$ cat config.mk
export PLATFORM = sky130hd
export DESIGN_NAME = dda_line_pixel_generator
export DESIGN_NICKNAME = d
export VERILOG_FILES = /design/src/rtl/core/dlpg_pkg.sv /design/src/rtl/core/dlpg_in_stage.sv /design/src/rtl/core/dlpg_step.sv /design/src/rtl/core/dlpg_addr.sv /design/src/rtl/core/dda_line_pixel_generator.sv
export SDC_FILE = /design/constraint.sdc
export NUM_CORES = 1
export LEC_CHECK = 0
export ABC_AREA = 1
export BUFFER_PORTS_ARGS = -buffer_cell sky130_fd_sc_hd__buf_4
export CAP_MARGIN = 10
export CORE_AREA = 2 2 232 234
export CTS_BUF_LIST = sky130_fd_sc_hd__clkbuf_8
export CTS_CLUSTER_SIZE = 12
export DETAILED_ROUTE_END_ITERATION = 8
export DIE_AREA = 0 0 234 236
export PLACE_DENSITY = 0.73
export SETUP_SLACK_MARGIN = 0.3
export SYNTH_ARGS = -nofsm -noshare
export SYNTH_HDL_FRONTEND = slang
export SYNTH_SLANG_ARGS = --single-unit
$ cat constraint.sdc
create_clock -name aclk -period 6.01 [get_ports aclk]
set_clock_uncertainty 0.05 [all_clocks]
set_input_delay 0.601 -clock aclk [delete_from_list [all_inputs] [get_ports aclk]]
set_output_delay 0.601 -clock aclk [all_outputs]
set_load 0.01 [all_outputs]
$ cat src/rtl/core/dlpg_pkg.sv
// shared types and constants of the line pixel generator
// no dependencies
`timescale 1ns / 1ps

package dlpg_pkg;

    // frame width register
    localparam int unsigned FRAME_W_BITS = 13;
    localparam logic [FRAME_W_BITS-1:0] FRAME_W_RESET = 13'd640;

    // byte address of a pixel, wraps at this width
    localparam int unsigned ADDR_BITS = 26;

    // one color component
    localparam int unsigned COMP_BITS = 8;

    // item kinds carried in s_tuser
    localparam logic MODE_LOAD = 1'b0;
    localparam logic MODE_TICK = 1'b1;

    typedef struct packed {
        logic [COMP_BITS-1:0] red;
        logic [COMP_BITS-1:0] green;
        logic [COMP_BITS-1:0] blue;
    } color_t;

endpackage

$ cat src/rtl/core/dlpg_in_stage.sv
// input register stage of the line pixel generator
// depends on dlpg_pkg
`timescale 1ns / 1ps

module dlpg_in_stage #(
    parameter int unsigned COORD_BITS = 12
) (
    input  logic                  aclk,
    input  logic                  aresetn,
    // upstream side
    input  logic                  in_valid,
    output logic                  in_ready,
    input  logic                  in_mode,
    input  logic [COORD_BITS-1:0] in_sx,
    input  logic [COORD_BITS-1:0] in_sy,
    input  logic [COORD_BITS-1:0] in_ex,
    input  logic [COORD_BITS-1:0] in_ey,
    input  dlpg_pkg::color_t      in_color,
    // toward the step unit
    output logic                  out_valid,
    input  logic                  out_ready,
    output logic                  out_mode,
    output logic [COORD_BITS-1:0] out_sx,
    output logic [COORD_BITS-1:0] out_sy,
    output logic [COORD_BITS-1:0] out_ex,
    output logic [COORD_BITS-1:0] out_ey,
    output dlpg_pkg::color_t      out_color
);

    logic                  valid_reg;
    logic                  mode_reg;
    logic [COORD_BITS-1:0] sx_reg;
    logic [COORD_BITS-1:0] sy_reg;
    logic [COORD_BITS-1:0] ex_reg;
    logic [COORD_BITS-1:0] ey_reg;
    dlpg_pkg::color_t      color_reg;

    // register can load when empty or drained this cycle
    assign in_ready = !valid_reg || out_ready;

    // valid flag
    always_ff @(posedge aclk) begin
        if (!aresetn) begin
            valid_reg <= 1'b0;
        end else if (in_ready) begin
            valid_reg <= in_valid;
        end
    end

    // item payload
    always_ff @(posedge aclk) begin
        if (in_ready && in_valid) begin
            mode_reg  <= in_mode;
            sx_reg    <= in_sx;
            sy_reg    <= in_sy;
            ex_reg    <= in_ex;
            ey_reg    <= in_ey;
            color_reg <= in_color;
        end
    end

    assign out_valid = valid_reg;
    assign out_mode  = mode_reg;
    assign out_sx    = sx_reg;
    assign out_sy    = sy_reg;
    assign out_ex    = ex_reg;
    assign out_ey    = ey_reg;
    assign out_color = color_reg;

endmodule

$ cat src/rtl/core/dlpg_step.sv
// line state and one dda step per tick, registered pixel coordinates
// depends on dlpg_pkg
`timescale 1ns / 1ps

module dlpg_step #(
    parameter int unsigned COORD_BITS = 12
) (
    input  logic                  aclk,
    input  logic                  aresetn,
    // items from the input register
    input  logic                  item_valid,
    output logic                  item_ready,
    input  logic                  item_mode,
    input  logic [COORD_BITS-1:0] item_sx,
    input  logic [COORD_BITS-1:0] item_sy,
    input  logic [COORD_BITS-1:0] item_ex,
    input  logic [COORD_BITS-1:0] item_ey,
    input  dlpg_pkg::color_t      item_color,
    // pixels toward the address stage
    output logic                  pix_valid,
    input  logic                  pix_ready,
    output logic [COORD_BITS-1:0] pix_x,
    output logic [COORD_BITS-1:0] pix_y,
    output dlpg_pkg::color_t      pix_color,
    output logic                  pix_last
);

    localparam int unsigned CB = COORD_BITS;
    localparam int unsigned RB = COORD_BITS + 1;

    // line state
    logic          active_reg,  active_next;
    logic [CB-1:0] cur_x_reg,   cur_x_next;
    logic [CB-1:0] cur_y_reg,   cur_y_next;
    logic [CB-1:0] abs_dx_reg,  abs_dx_next;
    logic [CB-1:0] abs_dy_reg,  abs_dy_next;
    logic          neg_x_reg,   neg_x_next;
    logic          neg_y_reg,   neg_y_next;
    logic [RB-1:0] rem_x_reg,   rem_x_next;
    logic [RB-1:0] rem_y_reg,   rem_y_next;
    logic [CB-1:0] step_reg,    step_next;
    logic [CB-1:0] index_reg,   index_next;
    dlpg_pkg::color_t color_reg, color_next;

    // pixel register
    logic          pix_valid_reg;
    logic [CB-1:0] pix_x_reg;
    logic [CB-1:0] pix_y_reg;
    dlpg_pkg::color_t pix_color_reg;
    logic          pix_last_reg;

    logic          adv;
    logic          take;
    logic          emit;
    logic          ld_neg_x;
    logic          ld_neg_y;
    logic [CB-1:0] ld_abs_dx;
    logic [CB-1:0] ld_abs_dy;
    logic [CB-1:0] ld_step;
    logic [CB-1:0] px;
    logic [CB-1:0] py;
    logic [RB-1:0] sum_x;
    logic [RB-1:0] sum_y;
    logic          carry_x;
    logic          carry_y;
    logic          last;

    // one item taken whenever the pixel register can load
    assign adv        = !pix_valid_reg || pix_ready;
    assign item_ready = adv;
    assign take       = item_valid && adv;
    assign emit       = take && (item_mode == dlpg_pkg::MODE_TICK) && active_reg;

    // deltas of a new line
    always_comb begin
        ld_neg_x  = item_ex < item_sx;
        ld_neg_y  = item_ey < item_sy;
        ld_abs_dx = ld_neg_x ? (item_sx - item_ex) : (item_ex - item_sx);
        ld_abs_dy = ld_neg_y ? (item_sy - item_ey) : (item_ey - item_sy);
        ld_step   = (ld_abs_dx > ld_abs_dy) ? ld_abs_dx : ld_abs_dy;
    end

    // current pixel: step back one where a negative axis has a remainder
    assign px = (neg_x_reg && (rem_x_reg != '0)) ? (cur_x_reg - 1'b1) : cur_x_reg;
    assign py = (neg_y_reg && (rem_y_reg != '0)) ? (cur_y_reg - 1'b1) : cur_y_reg;

    // remainder advance per axis
    assign sum_x   = rem_x_reg + {1'b0, abs_dx_reg};
    assign sum_y   = rem_y_reg + {1'b0, abs_dy_reg};
    assign carry_x = sum_x >= {1'b0, step_reg};
    assign carry_y = sum_y >= {1'b0, step_reg};
    assign last    = ({1'b0, index_reg} + 1'b1) >= {1'b0, step_reg};

    // next line state
    always_comb begin
        active_next = active_reg;
        cur_x_next  = cur_x_reg;
        cur_y_next  = cur_y_reg;
        abs_dx_next = abs_dx_reg;
        abs_dy_next = abs_dy_reg;
        neg_x_next  = neg_x_reg;
        neg_y_next  = neg_y_reg;
        rem_x_next  = rem_x_reg;
        rem_y_next  = rem_y_reg;
        step_next   = step_reg;
        index_next  = index_reg;
        color_next  = color_reg;
        if (take && (item_mode == dlpg_pkg::MODE_LOAD)) begin
            active_next = ld_step != '0;
            cur_x_next  = item_sx;
            cur_y_next  = item_sy;
            abs_dx_next = ld_abs_dx;
            abs_dy_next = ld_abs_dy;
            neg_x_next  = ld_neg_x;
            neg_y_next  = ld_neg_y;
            rem_x_next  = '0;
            rem_y_next  = '0;
            step_next   = ld_step;
            index_next  = '0;
            color_next  = item_color;
        end else if (emit) begin
            rem_x_next = carry_x ? (sum_x - {1'b0, step_reg}) : sum_x;
            rem_y_next = carry_y ? (sum_y - {1'b0, step_reg}) : sum_y;
            if (carry_x) begin
                cur_x_next = neg_x_reg ? (cur_x_reg - 1'b1) : (cur_x_reg + 1'b1);
            end
            if (carry_y) begin
                cur_y_next = neg_y_reg ? (cur_y_reg - 1'b1) : (cur_y_reg + 1'b1);
            end
            index_next = index_reg + 1'b1;
            if (last) begin
                active_next = 1'b0;
            end
        end
    end

    // control state
    always_ff @(posedge aclk) begin
        if (!aresetn) begin
            active_reg    <= 1'b0;
            pix_valid_reg <= 1'b0;
        end else begin
            active_reg <= active_next;
            if (adv) begin
                pix_valid_reg <= emit;
            end
        end
    end

    // line payload state
    always_ff @(posedge aclk) begin
        cur_x_reg  <= cur_x_next;
        cur_y_reg  <= cur_y_next;
        abs_dx_reg <= abs_dx_next;
        abs_dy_reg <= abs_dy_next;
        neg_x_reg  <= neg_x_next;
        neg_y_reg  <= neg_y_next;
        rem_x_reg  <= rem_x_next;
        rem_y_reg  <= rem_y_next;
        step_reg   <= step_next;
        index_reg  <= index_next;
        color_reg  <= color_next;
    end

    // pixel payload
    always_ff @(posedge aclk) begin
        if (emit) begin
            pix_x_reg     <= px;
            pix_y_reg     <= py;
            pix_color_reg <= color_reg;
            pix_last_reg  <= last;
        end
    end

    assign pix_valid = pix_valid_reg;
    assign pix_x     = pix_x_reg;
    assign pix_y     = pix_y_reg;
    assign pix_color = pix_color_reg;
    assign pix_last  = pix_last_reg;

endmodule

$ cat src/rtl/core/dlpg_addr.sv
// byte address 3*(x + width*y) and the result register
// depends on dlpg_pkg
`timescale 1ns / 1ps

module dlpg_addr #(
    parameter int unsigned COORD_BITS = 12
) (
    input  logic                                aclk,
    input  logic                                aresetn,
    input  logic [dlpg_pkg::FRAME_W_BITS-1:0]   frame_width,
    // pixels from the step unit
    input  logic                                pix_valid,
    output logic                                pix_ready,
    input  logic [COORD_BITS-1:0]               pix_x,
    input  logic [COORD_BITS-1:0]               pix_y,
    input  dlpg_pkg::color_t                    pix_color,
    input  logic                                pix_last,
    // result side
    output logic                                res_valid,
    input  logic                                res_ready,
    output logic [COORD_BITS-1:0]               res_x,
    output logic [COORD_BITS-1:0]               res_y,
    output logic [dlpg_pkg::ADDR_BITS-1:0]      res_addr,
    output dlpg_pkg::color_t                    res_color,
    output logic                                res_last
);

    localparam int unsigned AW = dlpg_pkg::ADDR_BITS;
    localparam int unsigned PW = dlpg_pkg::FRAME_W_BITS + COORD_BITS;

    logic                  valid_reg;
    logic [COORD_BITS-1:0] x_reg;
    logic [COORD_BITS-1:0] y_reg;
    logic [AW-1:0]         addr_reg;
    dlpg_pkg::color_t      color_reg;
    logic                  last_reg;

    logic [PW-1:0] row_prod;
    logic [AW-1:0] lin;
    logic [AW-1:0] addr;

    // linear pixel index, then times three as shift and add
    assign row_prod = PW'(frame_width) * PW'(pix_y);
    assign lin      = AW'(row_prod) + AW'(pix_x);
    assign addr     = {lin[AW-2:0], 1'b0} + lin;

    assign pix_ready = !valid_reg || res_ready;

    // result valid
    always_ff @(posedge aclk) begin
        if (!aresetn) begin
            valid_reg <= 1'b0;
        end else if (pix_ready) begin
            valid_reg <= pix_valid;
        end
    end

    // result payload
    always_ff @(posedge aclk) begin
        if (pix_ready && pix_valid) begin
            x_reg     <= pix_x;
            y_reg     <= pix_y;
            addr_reg  <= addr;
            color_reg <= pix_color;
            last_reg  <= pix_last;
        end
    end

    assign res_valid = valid_reg;
    assign res_x     = x_reg;
    assign res_y     = y_reg;
    assign res_addr  = addr_reg;
    assign res_color = color_reg;
    assign res_last  = last_reg;

endmodule

$ cat src/rtl/core/dda_line_pixel_generator.sv
// top level of the dda line pixel generator
// depends on dlpg_pkg, dlpg_in_stage, dlpg_step, dlpg_addr
`timescale 1ns / 1ps
//
//  channel  | ports                           | moves
//  ---------+---------------------------------+------------------------------------
//  input    | s_tvalid s_tready s_tuser s_tdata | load line (tuser 0) or tick (tuser 1)
//  result   | m_tvalid m_tready m_tlast m_tdata | one pixel, tlast on the final one
//  config   | cfg_valid cfg_ready cfg_data    | frame width, pixels per row
//
//  one item per clock while m_tready is high; a pixel leaves through three registers after its tick is taken
//  (input register, dda step register, address/result register)
//  aresetn is synchronous: clears the line active flag and all valid flags, width back to 640
//  a stall on m_tready backs up through the three registers to s_tready
//  loads and idle ticks pass through the pipe and leave no result

module dda_line_pixel_generator #(
    parameter int unsigned COORD_BITS = 12
) (
    input  logic                                aclk,
    input  logic                                aresetn,
    // fields low to high: start_x, start_y, end_x, end_y, red_in, green_in, blue_in
    input  logic [((4*COORD_BITS+3*dlpg_pkg::COMP_BITS+7)/8)*8-1:0] s_tdata,
    // fields: mode
    input  logic [0:0]                          s_tuser,
    input  logic                                s_tvalid,
    output logic                                s_tready,
    // fields low to high: pixel_x, pixel_y, byte_address, red_out, green_out, blue_out
    output logic [((2*COORD_BITS+dlpg_pkg::ADDR_BITS+3*dlpg_pkg::COMP_BITS+7)/8)*8-1:0]
                                                m_tdata,
    // last_pixel
    output logic                                m_tlast,
    output logic                                m_tvalid,
    input  logic                                m_tready,
    // frame width register write
    input  logic [dlpg_pkg::FRAME_W_BITS-1:0]   cfg_data,
    input  logic                                cfg_valid,
    output logic                                cfg_ready
);

    localparam int unsigned CB = COORD_BITS;
    localparam int unsigned KB = dlpg_pkg::COMP_BITS;
    localparam int unsigned AW = dlpg_pkg::ADDR_BITS;
    localparam int unsigned MW = ((2*CB + AW + 3*KB + 7) / 8) * 8;

    logic [dlpg_pkg::FRAME_W_BITS-1:0] frame_width_reg;

    dlpg_pkg::color_t s_color;
    logic             item_valid, item_ready, item_mode;
    logic [CB-1:0]    item_sx, item_sy, item_ex, item_ey;
    dlpg_pkg::color_t item_color;
    logic             pix_valid, pix_ready, pix_last;
    logic [CB-1:0]    pix_x, pix_y;
    dlpg_pkg::color_t pix_color;
    logic [CB-1:0]    res_x, res_y;
    logic [AW-1:0]    res_addr;
    dlpg_pkg::color_t res_color;

    // frame width register, always ready for a transfer
    assign cfg_ready = 1'b1;

    always_ff @(posedge aclk) begin
        if (!aresetn) begin
            frame_width_reg <= dlpg_pkg::FRAME_W_RESET;
        end else if (cfg_valid && cfg_ready) begin
            frame_width_reg <= cfg_data;
        end
    end

    // color fields of the input transfer
    assign s_color.red   = s_tdata[4*CB +: KB];
    assign s_color.green = s_tdata[4*CB+KB +: KB];
    assign s_color.blue  = s_tdata[4*CB+2*KB +: KB];

    dlpg_in_stage #(.COORD_BITS(CB)) u_in (
        .aclk      (aclk),
        .aresetn   (aresetn),
        .in_valid  (s_tvalid),
        .in_ready  (s_tready),
        .in_mode   (s_tuser[0]),
        .in_sx     (s_tdata[0 +: CB]),
        .in_sy     (s_tdata[CB +: CB]),
        .in_ex     (s_tdata[2*CB +: CB]),
        .in_ey     (s_tdata[3*CB +: CB]),
        .in_color  (s_color),
        .out_valid (item_valid),
        .out_ready (item_ready),
        .out_mode  (item_mode),
        .out_sx    (item_sx),
        .out_sy    (item_sy),
        .out_ex    (item_ex),
        .out_ey    (item_ey),
        .out_color (item_color)
    );

    dlpg_step #(.COORD_BITS(CB)) u_step (
        .aclk       (aclk),
        .aresetn    (aresetn),
        .item_valid (item_valid),
        .item_ready (item_ready),
        .item_mode  (item_mode),
        .item_sx    (item_sx),
        .item_sy    (item_sy),
        .item_ex    (item_ex),
        .item_ey    (item_ey),
        .item_color (item_color),
        .pix_valid  (pix_valid),
        .pix_ready  (pix_ready),
        .pix_x      (pix_x),
        .pix_y      (pix_y),
        .pix_color  (pix_color),
        .pix_last   (pix_last)
    );

    dlpg_addr #(.COORD_BITS(CB)) u_addr (
        .aclk        (aclk),
        .aresetn     (aresetn),
        .frame_width (frame_width_reg),
        .pix_valid   (pix_valid),
        .pix_ready   (pix_ready),
        .pix_x       (pix_x),
        .pix_y       (pix_y),
        .pix_color   (pix_color),
        .pix_last    (pix_last),
        .res_valid   (m_tvalid),
        .res_ready   (m_tready),
        .res_x       (res_x),
        .res_y       (res_y),
        .res_addr    (res_addr),
        .res_color   (res_color),
        .res_last    (m_tlast)
    );

    // result fields, zero padded to whole bytes
    assign m_tdata = MW'({res_color.blue, res_color.green, res_color.red,
                          res_addr, res_y, res_x});

endmodule

# After elaboration in Yosys (flattened, before gate mapping)

Cells that the tools add are included.

Muxes and demuxes: 18
Reduce and logical (&&, ||, !) cells: 24
Add/sub/neg operators: 16
Bitwise gates (word level): 1
Multiply operators: 1
$lt $le $gt $ge: 6

Operators with widths:

| cell                                               | number |
|---|---|
| 2-to-1 mux 12 bit                                  | 13 |
| subtractor 12 bit                                  | 4 |
| greater-or-equal comparator 13 x 12 -> 1 bit       | 3 |
| adder 12 x 1 -> 12 bit, second input constant      | 3 |
| adder 13 x 12 -> 13 bit                            | 2 |
| adder 25 x 12 -> 26 bit                            | 1 |
| adder 26 bit                                       | 1 |
| 2-to-1 mux 13 bit                                  | 2 |
| nonzero test 13 bit                                | 2 |
| subtractor 13 x 12 -> 13 bit                       | 2 |
| multiplier 13 x 12 -> 25 bit                       | 1 |
| < comparator 12 bit                                | 2 |
| subtractor 12 x 1 -> 12 bit, second input constant | 2 |
| adder 12 x 1 -> 13 bit, second input constant      | 1 |
| greater-than comparator 12 bit                     | 1 |
| nonzero test 12 bit                                | 1 |
| logical AND 1 bit                                  | 8 |
| nonzero test 2 bit                                 | 4 |
| AND reduction 2 bit                                | 3 |
| logical NOT 1 bit                                  | 3 |
| logical OR 1 bit                                   | 3 |
| 2-to-1 mux 1 bit                                   | 3 |
| NOT 1 bit                                          | 1 |

Input bits: 91
Output and inout bits: 84
Bits in registers: 338
Logic and storage cells: 105

# Longest topological paths before layout

Gate-level depths: netlist of run 1.

Word-level depth: 8
Mapped depth: 33
Gate-level depth less buffers: 32

# Hierarchy

A second synthesis of run 1 with hierarchy kept.

Cell total of the unflattened synthesis: 3,218
Area, all modules: 26,504.2 um^2

Modules (own cells, without submodules):

| module                   | times used | cells an instance | seq. area each (um^2) | area an instance (um^2) |
|---|---|---|---|---|
| dlpg_step                | 1          | 1,854             | 4,854.7               | 13,794.5 |
| dlpg_addr                | 1          | 1,196             | 2,272.2               | 9,865.7 |
| dlpg_in_stage            | 1          | 80                | 2,212.1               | 2,243.4 |
| dda_line_pixel_generator | 1          | 88                | 260.2                 | 600.6 |

# Worst setup path after synthesis of run 1

OpenSTA, ideal clock, no wires.

Path type: flip-flop to flip-flop
Start: reg u_step.pix_y_reg[11], in the netlist u_step.pix_y[11]
End: reg u_addr.addr_reg[24], in the netlist u_addr.res_addr[24] (data pin)
Cell stages (with the launch flop): 31
Clock period less this slack: 6,257 ps
Required time: 5,708 ps
Data arrival time: 5,955 ps
Setup time: 252 ps
Buffers on the path: 1
Path slack: -247 ps
Path through: edfxtp_1 clkbuf_1 nand2_1 fa_1 fa_1 inv_1 fa_1 fa_1 inv_1 fa_1 inv_1 ha_1 nand2_1 inv_1 nand2_1 inv_1 nand2_1 nand2_1 a21oi_1 o21bai_1 xor2_1 ha_1 nand2_1 nor4_1 nand3_1 nand3_1 nand3_1 nand2_1 nand2_1 nand3_1 nand2_1

Longest elaborated chain between the ends: 3

RTL lines:

| element                      | RTL line         | source |
|---|---|---|
| from (decl)                  | dlpg_step.sv:48  | `logic [CB-1:0] pix_y_reg;` |
| from (signal assigned)       | dlpg_step.sv:169 | `pix_y_reg <= py;` |
| multiplier 13 x 12 -> 25 bit | dlpg_addr.sv:43  | `assign row_prod = PW'(frame_width) * PW'(pix_y);` |
| adder 25 x 12 -> 26 bit      | dlpg_addr.sv:44  | `assign lin = AW'(row_prod) + AW'(pix_x);` |
| adder 26 bit                 | dlpg_addr.sv:45  | `assign addr = {lin[AW-2:0], 1'b0} + lin;` |
| net u_addr.addr[24]          | dlpg_addr.sv:40  | `logic [AW-1:0] addr;` |
| to (signal assigned)         | dlpg_addr.sv:63  | `addr_reg <= addr;` |
| to (decl)                    | dlpg_addr.sv:34  | `logic [AW-1:0] addr_reg;` |

The timed path passes the listed nets, and every way through them passes these cells.
A chain may end at the register's enable or synchronous reset.

# Worst setup path after layout of run 1

Start: reg u_step.pix_y_reg[5], in the netlist u_step.pix_y[5]
End: reg u_addr.addr_reg[24], in the netlist u_addr.res_addr[24] (data pin)

The elaborated chain is that of the path after synthesis.

==> flow_summary.ini, run 1 <==
[outcome]
outcome = finished with violations
violations = negative setup slack

[global_routing]
grt_start_max_net_pins = 80
first_global_vias = 21069
antenna_found_initial = 3
grt_pass1_wl_mm = 102.8
grt_overflow = 0
grt_usage_pct = 23.37

[routing]
drc = 0
wl_mm = 63.69
routed-via-count = 21182
drt.antenna.violating_nets = 0
dr.pass1.iters = 5
avgRoutedWirePerCell_um = 15.03
via_per_inst = 4.998
drt_iter0_drc = 1283

[critical_path]
crit_top_cell = fa_1
worst_path_max_delay_cell = edfxtp_1
arrival_ps = 6500
r2r_slack_ps = -140
critPathKind = reg2reg
crit_required_ps = 6360
crit_path_start_kind = flop
slowest_delay_ps = 590
cp_max_fo = 8
crit_path_end_kind = flop

[placed_design]
globalplace.congestion = 0.9313
port_buffers = 167
place.detailed.hpwl_mm = 49.49

[cells_and_area]
area_delta_synth_final_pct = 22.47
fillers = 4482
nets = 3939
drive_gt1_share_pct = 21.55
final_cell_mix = nand2_1 (738), inv_1 (598), buf_4 (357)
largest_reg_flops = 26
final_common_cell = nand2_1

[pwr]
p_leak_nw = 15.89
powerDensity_mw_per_mm2 = 609.6
ir_drop_mv = 1.043
p_sw_mw = 8.589
p_seq_share_pct = 16.1
power_frac_comb_pct = 73.7
p_int_mw = 10.90
p_sw_share_pct = 44.06
p_clk_share_pct = 10.2

[sta]
hold_ws_ps = 85.71
tns_ps = -504.1
hold_viol = 0
setup_viol = 6
rsz0062_at_grt = yes
min_period_over_period_pct = 102.3
fmax_mhz = 162.7
setup_slack_ps = -136.7
min_period_ps = 6147
tightest_slew_ps = 1001
maxSlewViolCount = 0
slew_headroom_pct = 33.27

[die]
rows = 85
die_x_um = 234
initial_core_util_pct = 49.19
coreArea_mm2 = 0.05307
ioPinCount = 175
dieArea_mm2 = 0.05522
die_h_um = 236

[yosys]
ys_seq_area_share_pct = 36.77
synth_edf_count = 283
synth.avg_cell_area_um2 = 8.349
async_flop_share_pct = 0
syn_area_mm2 = 0.02611
syn_inst = 3127
yosysUniqueCellTypes = 54
yosys_warnings = 0
synthFlopType = edfxtp_1
synth_seq_cells = 338

[clock_network]
clkTransAtPathRegs_ps = 60
htree_levels = 2
cts_tree = done
cts.sinks = 338
clock_latency_ps = 660
clk_path_buf_depth = 3
cts_buffers = 56
cts_root_buf = clkbuf_8

[hold_path]
min_path_type = in2reg

[run]
cap_violations = 0
-- final cells by class --
cell class              instances  area, µm²  area share (%)
clock buffers                  61      839.6           2.626
flip-flops and latches        338       9615           30.07
repair buffers                379       2997           9.372
clock inverters                42      267.8          0.8374
inverters                     628       2362           7.388
well taps                     696      870.8           2.724
multi-input cells            2093      15020           46.97
diodes                          1      2.502        0.007826
-- power by group through the flow --
stage / Combinational (mW) / Sequential (mW) / Clock (mW)
6_report: 14.4 / 3.14 / 1.98
5_1_grt: 15.6 / 3.15 / 2.15
4_1_cts: 13.0 / 3.13 / 2.05
3_5_place_dp: 9.98 / 3.18 / 0
3_3_place_gp: 9.90 / 3.18 / 0
2_1_floorplan: 6.41 / 3.16 / 0
-- final timing paths --
kind / from / end / cells after the start
min reg2reg: u_in.out_color[15] / u_step.color_reg[15] / 0
min: s_tdata[58] / u_in.out_color[10] / 1
max reg2reg: u_step.pix_y[5] / u_addr.res_addr[24] / 31
max: u_step.pix_y[5] / u_addr.res_addr[24] / 31
-- repair_timing --
| action | 4_1_cts | 5_1_grt |
|---|---|---|
| buffers inserted | 57 | 11 |
| pin swaps | 87 | 43 |
| gates cloned | 1 | 0 |
| resized for setup | 173 | 72 |
| setup endpoints to repair | 16 | 17 |
| hold buffers | 0 | 0 |
-- worst max-delay path, delay by kind of cell, from the launching register on --
family | cells | cell delay (ps)
AO/OA/AOI/OAI | 2 | 250
XOR/XNOR | 1 | 160
adder cells (fa/ha/maj) | 7 | 3090
buffers and inverters | 7 | 520
flip-flops | 1 | 590
AND/OR/NAND/NOR | 14 | 1230
-- layer usage --
metal	share of wire, %	vias up	global-route usage, %
met5	0.019	-	0
met4	4.1	2	9.685
met3	5.0	155	3.204
met2	49	551	41.02
met1	42	9782	28.64
li1	-	10692	-
-- through the flow --
stage                     std cells  power (mW)  area [µm²]  util, %  worst slack (ps)
after floorplan                3132       9.561       26510        -             266.2
after global placement         4065       13.08       29250    55.12            -126.7
after detailed placement       4065       13.16       29250    55.12            -247.1
after CTS                      4226       18.13       31610    59.56            -2.317
after global routing           4238       20.91       31970    60.25            -422.1
final                          4238       19.49       31970    60.25            -136.7
-- Yosys cell counts (11+ instances only) --
| library cell | number | area, µm² |
|---|---|---|
| nor2_1 | 156 | 585.6 |
| o21bai_1 | 14 | 105.1 |
| nor3_1 | 19 | 95.09 |
| edfxtp_1 | 283 | 8498 |
| inv_2 | 12 | 45.04 |
| o21ai_0 | 105 | 525.5 |
| buf_6 | 11 | 123.9 |
| xor2_1 | 80 | 700.7 |
| nand3_1 | 154 | 770.7 |
| inv_1 | 614 | 2305 |
| nand2_2 | 37 | 231.5 |
| ha_1 | 221 | 2765 |
| fa_1 | 131 | 2623 |
| clkbuf_1 | 47 | 176.4 |
| dfxtp_1 | 55 | 1101 |
| nand4_1 | 38 | 237.7 |
| a21oi_1 | 165 | 825.8 |
| nand2_1 | 806 | 3025 |
| xnor2_1 | 34 | 297.8 |
-- cell families (layout without fill, tap and decap cells) --
logic type | count (synthesis) | after routing | share of synthesized area, %
DFF | 338 | 338 | 36.77
xor gates and xnor gates | 114 | 114 | 3.824
buffers and inverters | 701 | 1110 | 10.61
other | 2 | 8 | 0.02877
and+or+nand+nor | 1265 | 1265 | 20.60
adders and majority gates | 352 | 352 | 20.64
AOI/OAI and AO/OA | 355 | 355 | 7.534
Note: power is estimated with default switching activity, not from simulation.
==> inputs of run 2 (changes only) <==
==> constraint.sdc (replaced) <==
create_clock -name aclk -period 6.01 [get_ports aclk]
set_clock_uncertainty 0.05 [all_clocks]
set_input_delay 0 -clock aclk [delete_from_list [all_inputs] [get_ports aclk]]
set_output_delay 0 -clock aclk [all_outputs]
set_load 0.01 [all_outputs]
==> flow_summary.ini, run 2 (synthesis gave the netlist of run 1 again) <==
[outcome]
outcome = finished with violations
violations = negative setup slack

[global_routing]
antenna_found_initial = 1
grt_pass1_wl_mm = 108.8
grt_usage_pct = 24.68
first_global_vias = 22022
grt_start_max_net_pins = 80
grt_overflow = 0

[cells_and_area]
fillers = 4335
utilization_pct = 63.18
drive_gt1_share_pct = 19.61
final_cells = 4399
final_common_cell = nand2_1
final_cell_mix = nand2_1 (750), inv_1 (600), buf_4 (344)
area_delta_synth_final_pct = 28.43
nets = 4100
largest_reg_flops = 26

[sta]
fmax_mhz = 160.9
setup_slack_ps = -206.4
tns_ps = -1074
slew_headroom_pct = 30.81
setup_viol = 7
hold_viol = 0
min_period_over_period_pct = 103.4
tightest_slew_ps = 1038
min_period_ps = 6216
maxSlewViolCount = 0
rsz0062_at_grt = yes
hold_ws_ps = 29.23

[die]
rows = 85
die_x_um = 234
ioPinCount = 175
coreArea_mm2 = 0.05307
dieArea_mm2 = 0.05522
initial_core_util_pct = 49.19
die_h_um = 236

[routing]
wl_mm = 67.70
avgRoutedWirePerCell_um = 15.39
drc = 0
via_per_inst = 4.997
drt_iter0_drc = 1224
dr.pass1.iters = 5
routed-via-count = 21983
drt.antenna.violating_nets = 0

[critical_path]
arrival_ps = 6590
critPathKind = reg2reg
worst_path_max_delay_cell = fa_1
crit_path_end_kind = flop
r2r-start = u_step.pix_y[0]
cp_max_fo = 5
crit_path_start_kind = flop
reg2reg_depth = 31
critical_path.startpoint = u_step.pix_y[0]
crit_required_ps = 6380
slowest_delay_ps = 530

[placed_design]
pre_cts_ws_ps = -243.8
port_buffers = 167
placed_cells = 4063
place.detailed.hpwl_mm = 49.46
globalplace.congestion = 0.9330

[hold_path]
hold_depth = 2
hold_start = s_tdata[45]
min_path_type = in2reg

[pwr]
powerDensity_mw_per_mm2 = 572.1
p_leak_nw = 16.57
ir_drop_mv = 1.176

[clock_network]
cts.sinks = 338
htree_levels = 2
clk_path_buf_depth = 3
cts_buffers = 55
cts_root_buf = clkbuf_8
clkTransAtPathRegs_ps = 70
clock_latency_ps = 670
cts_tree = done

[run]
cap_violations = 0
==> run 2: cell count changes in the layout (fill, tap and decap cells not counted), moves of 7 or more <==
cell / previous run / this run
a21oi_1: 131 / 138
clkinv_2: 11 / 4
nand2_1: 738 / 750
dlygate4sd3_1: 0 / 172
buf_4: 357 / 344
nand2_4: 29 / 22
==> run 2: critical path, delay by kind of cell (launching register included) <==
family / cells / cell delay (ps)
buf+inv: 12 / 1060
xor+xnor: 2 / 340
compound gates: 3 / 350
fa+ha+maj: 7 / 3040
flops: 1 / 520
simple gates: 7 / 600
==> run 2: through the flow <==
step                cell area, µm²  power [mW]
CTS                          32960       17.66
detailed placement           29240       13.14
global route                 33530       20.56
finish                       33530       19.18
floorplan                    26510       9.561
global placement             29240       13.07
==> run 2: cell type report <==
class	instances	area [µm²]	area share, %
clock inverter	41	390.4	1.164
multi-input combinational	2093	14830	44.24
inverter	628	2365	7.053
clock buffer	61	839.6	2.504
tap	696	870.8	2.597
antenna	1	2.502	0.007463
timing repair buffer	541	4614	13.76
sequential	338	9614	28.67
==> run 2: final timing paths <==
kind	to	slack (ps)
worst max register to register	u_addr.res_addr[20]	-210
worst min-delay path	u_in.out_ey[9]	30
worst max-delay path	u_addr.res_addr[20]	-210
worst min register to register	u_addr.res_color[6]	340
==> run 2: repair_timing <==
action / in CTS / in global routing
hold endpoints to repair: 132 / 1
resized for setup: 99 / 112
endpoints found under the setup margin: 16 / 17
buffers inserted: 36 / 24
pin swaps: 72 / 58
hold buffers: 171 / 1
cloned: 1 / 0
==> run 2: where the power goes <==
part           internal, mW  total (mW)  switching, mW
clock network          1.28        2.25          0.965
logic                  6.51        13.8           7.28
registers              3.05        3.14         0.0900
==> run 2: metal layers <==
layer  GRT usage [%]  wire, µm
met5               0         0
met4           9.954      2631
met3           3.494      3428
met2           43.96     33950
met1           29.73     27690
==> inputs of run 3 (changes only) <==
--- a/config.mk
+++ b/config.mk
@@ -13,7 +13,8 @@
 export CTS_CLUSTER_SIZE = 12
 export DETAILED_ROUTE_END_ITERATION = 8
 export DIE_AREA = 0 0 234 236
-export PLACE_DENSITY = 0.73
+export PLACE_DENSITY = 0.7
+export RECOVER_POWER = 100
 export SETUP_SLACK_MARGIN = 0.3
 export SYNTH_ARGS = -nofsm -noshare
 export SYNTH_HDL_FRONTEND = slang
==> flow_summary.ini, run 3 (synthesis gave the netlist of run 1 again) <==
[sta]
maxSlewViolCount = 0
setup_slack_ps = -188.8
rsz0062_at_grt = yes
setup_viol = 7
tightest_slew_ps = 1040
min_period_over_period_pct = 103.1
slew_headroom_pct = 30.65
hold_viol = 0
min_period_ps = 6199
fmax_mhz = 161.3

[clock_network]
htree_levels = 2
clk_path_buf_depth = 3
cts_buffers = 56
cts.sinks = 338
cts_tree = done
cts_root_buf = clkbuf_8
clock_latency_ps = 700
clkTransAtPathRegs_ps = 70

[routing]
met2_length_mm = 35.59
drt.antenna.violating_nets = 0
via_per_inst = 5.046
wl_mm = 70.26
wl_met3_mm = 3.067
avgRoutedWirePerCell_um = 15.85
drc = 0
drt_iter0_drc = 1317
dr.pass1.iters = 7
routed-via-count = 22364
top_layer = met4
wl_met1_mm = 28.92

[die]
dieArea_mm2 = 0.05522
rows = 85
die_h_um = 236
die_x_um = 234
ioPinCount = 175
initial_core_util_pct = 49.19
coreArea_mm2 = 0.05307

[outcome]
outcome = finished with violations
violations = negative setup slack

[critical_path]
slowest_delay_ps = 550
cp_max_fo = 4
crit_path_start_kind = flop
timing.rr.end = u_addr.res_addr[19]
crit_required_ps = 6400
worst_path_max_delay_cell = fa_1
crit_path_end_kind = flop
r2r_slack_ps = -190
r2r-start = u_step.pix_y[8]
critPathKind = reg2reg
arrival_ps = 6590
reg2reg_depth = 32

[cells_and_area]
drive_gt1_share_pct = 21.37
utilization_pct = 64.28
largest_reg_flops = 26
final_cell_mix = nand2_1 (729), inv_1 (577), edfxtp_1 (283)
final_cells = 4432
final_common_cell = nand2_1
nets = 4130
area_delta_synth_final_pct = 30.66

[placed_design]
pre_cts_ws_ps = -227.7
globalplace.congestion = 0.9280
place.detailed.hpwl_mm = 49.44
port_buffers = 167
placed_cells = 4059

[run]
cap_violations = 0

[pwr]
ir_drop_mv = 1.096
powerDensity_mw_per_mm2 = 609.3
p_leak_nw = 16.71

[hold_path]
hold_depth = 2
min_path_type = in2reg
hold_start = s_tdata[48]
whs_endpoint = u_in.out_color[16]

[global_routing]
first_global_vias = 22329
grt_pass1_wl_mm = 111.4
grt_overflow = 0
grt_start_max_net_pins = 80
antenna_found_initial = 1
grt_usage_pct = 25.25
## run 3: metrics by stage
stage / total power, mW / TNS, ps / hold WS, ps / area (µm²)
after floorplan: 9.561 / 0 / 48.87 / 26510
after global placement: 13.16 / -359.4 / 127.9 / 29190
after detailed placement: 13.25 / -1137 / 129.3 / 29190
after CTS: 18.18 / -120.9 / 4.588 / 33290
after global routing: 22.24 / -3314 / 46.45 / 34110
final: 20.79 / -927.9 / 70.37 / 34110
## run 3: timing repair
| item | CTS | global route |
|---|---|---|
| setup endpoints to repair | 16 | 16 |
| cloned | 0 | 1 |
| endpoints found under the hold margin | 112 | 0 |
| gates resized for setup | 129 | 177 |
| pin swaps | 70 | 81 |
| hold buffers | 196 | 0 |
| buffers inserted | 40 | 29 |
## run 3: routing by layer
| metal | track usage (%) | up-vias |
|---|---|---|
| li1 | - | 11070 |
| met1 | 31.08 | 10514 |
| met2 | 44.98 | 600 |
| met3 | 2.926 | 180 |
| met4 | 9.590 | 0 |
| met5 | 0 | - |
## run 3: worst max-delay path by stage
stage                               start                   to  slack, ps  cells after the start
after CTS                 u_step.pix_y[2]  u_addr.res_addr[24]        -40                     32
after detailed placement  u_step.pix_y[5]  u_addr.res_addr[25]       -230                     27
after floorplan           u_step.pix_y[7]  u_addr.res_addr[24]        270                     31
after global placement    u_step.pix_y[2]  u_addr.res_addr[25]       -150                     28
final                     u_step.pix_y[8]  u_addr.res_addr[19]       -190                     32
after global routing      u_step.pix_y[5]  u_addr.res_addr[24]       -410                     29
## run 3: worst max-delay path: cells and delay by family (launching register included)
kind / cells / cell delay (ps)
adders and majority gates: 7 / 3010
buffers and inverters: 12 / 1090
AOI/OAI and AO/OA: 5 / 530
DFF: 1 / 460
and+or+nand+nor: 6 / 460
xor gates and xnor gates: 2 / 330
## run 3: layout make-up
cell class | count | area (µm²)
clock inverters | 47 | 356.6
multi-input cells | 2093 | 15150
well taps | 696 | 870.8
inverters | 628 | 2375
diodes | 1 | 2.502
clock buffers | 59 | 812.0
flip-flops and latches | 338 | 9617
repair buffers | 570 | 4932
fillers | 4231 | 18960
## run 3: report_power, final
part | internal, mW | switching (mW) | leakage (nW)
Clock | 1.11 | 1.04 | 0.651
Combinational | 7.53 | 7.97 | 13.0
Sequential | 3.05 | 0.0918 | 3.07
Total | 11.7 | 9.10 | 16.7
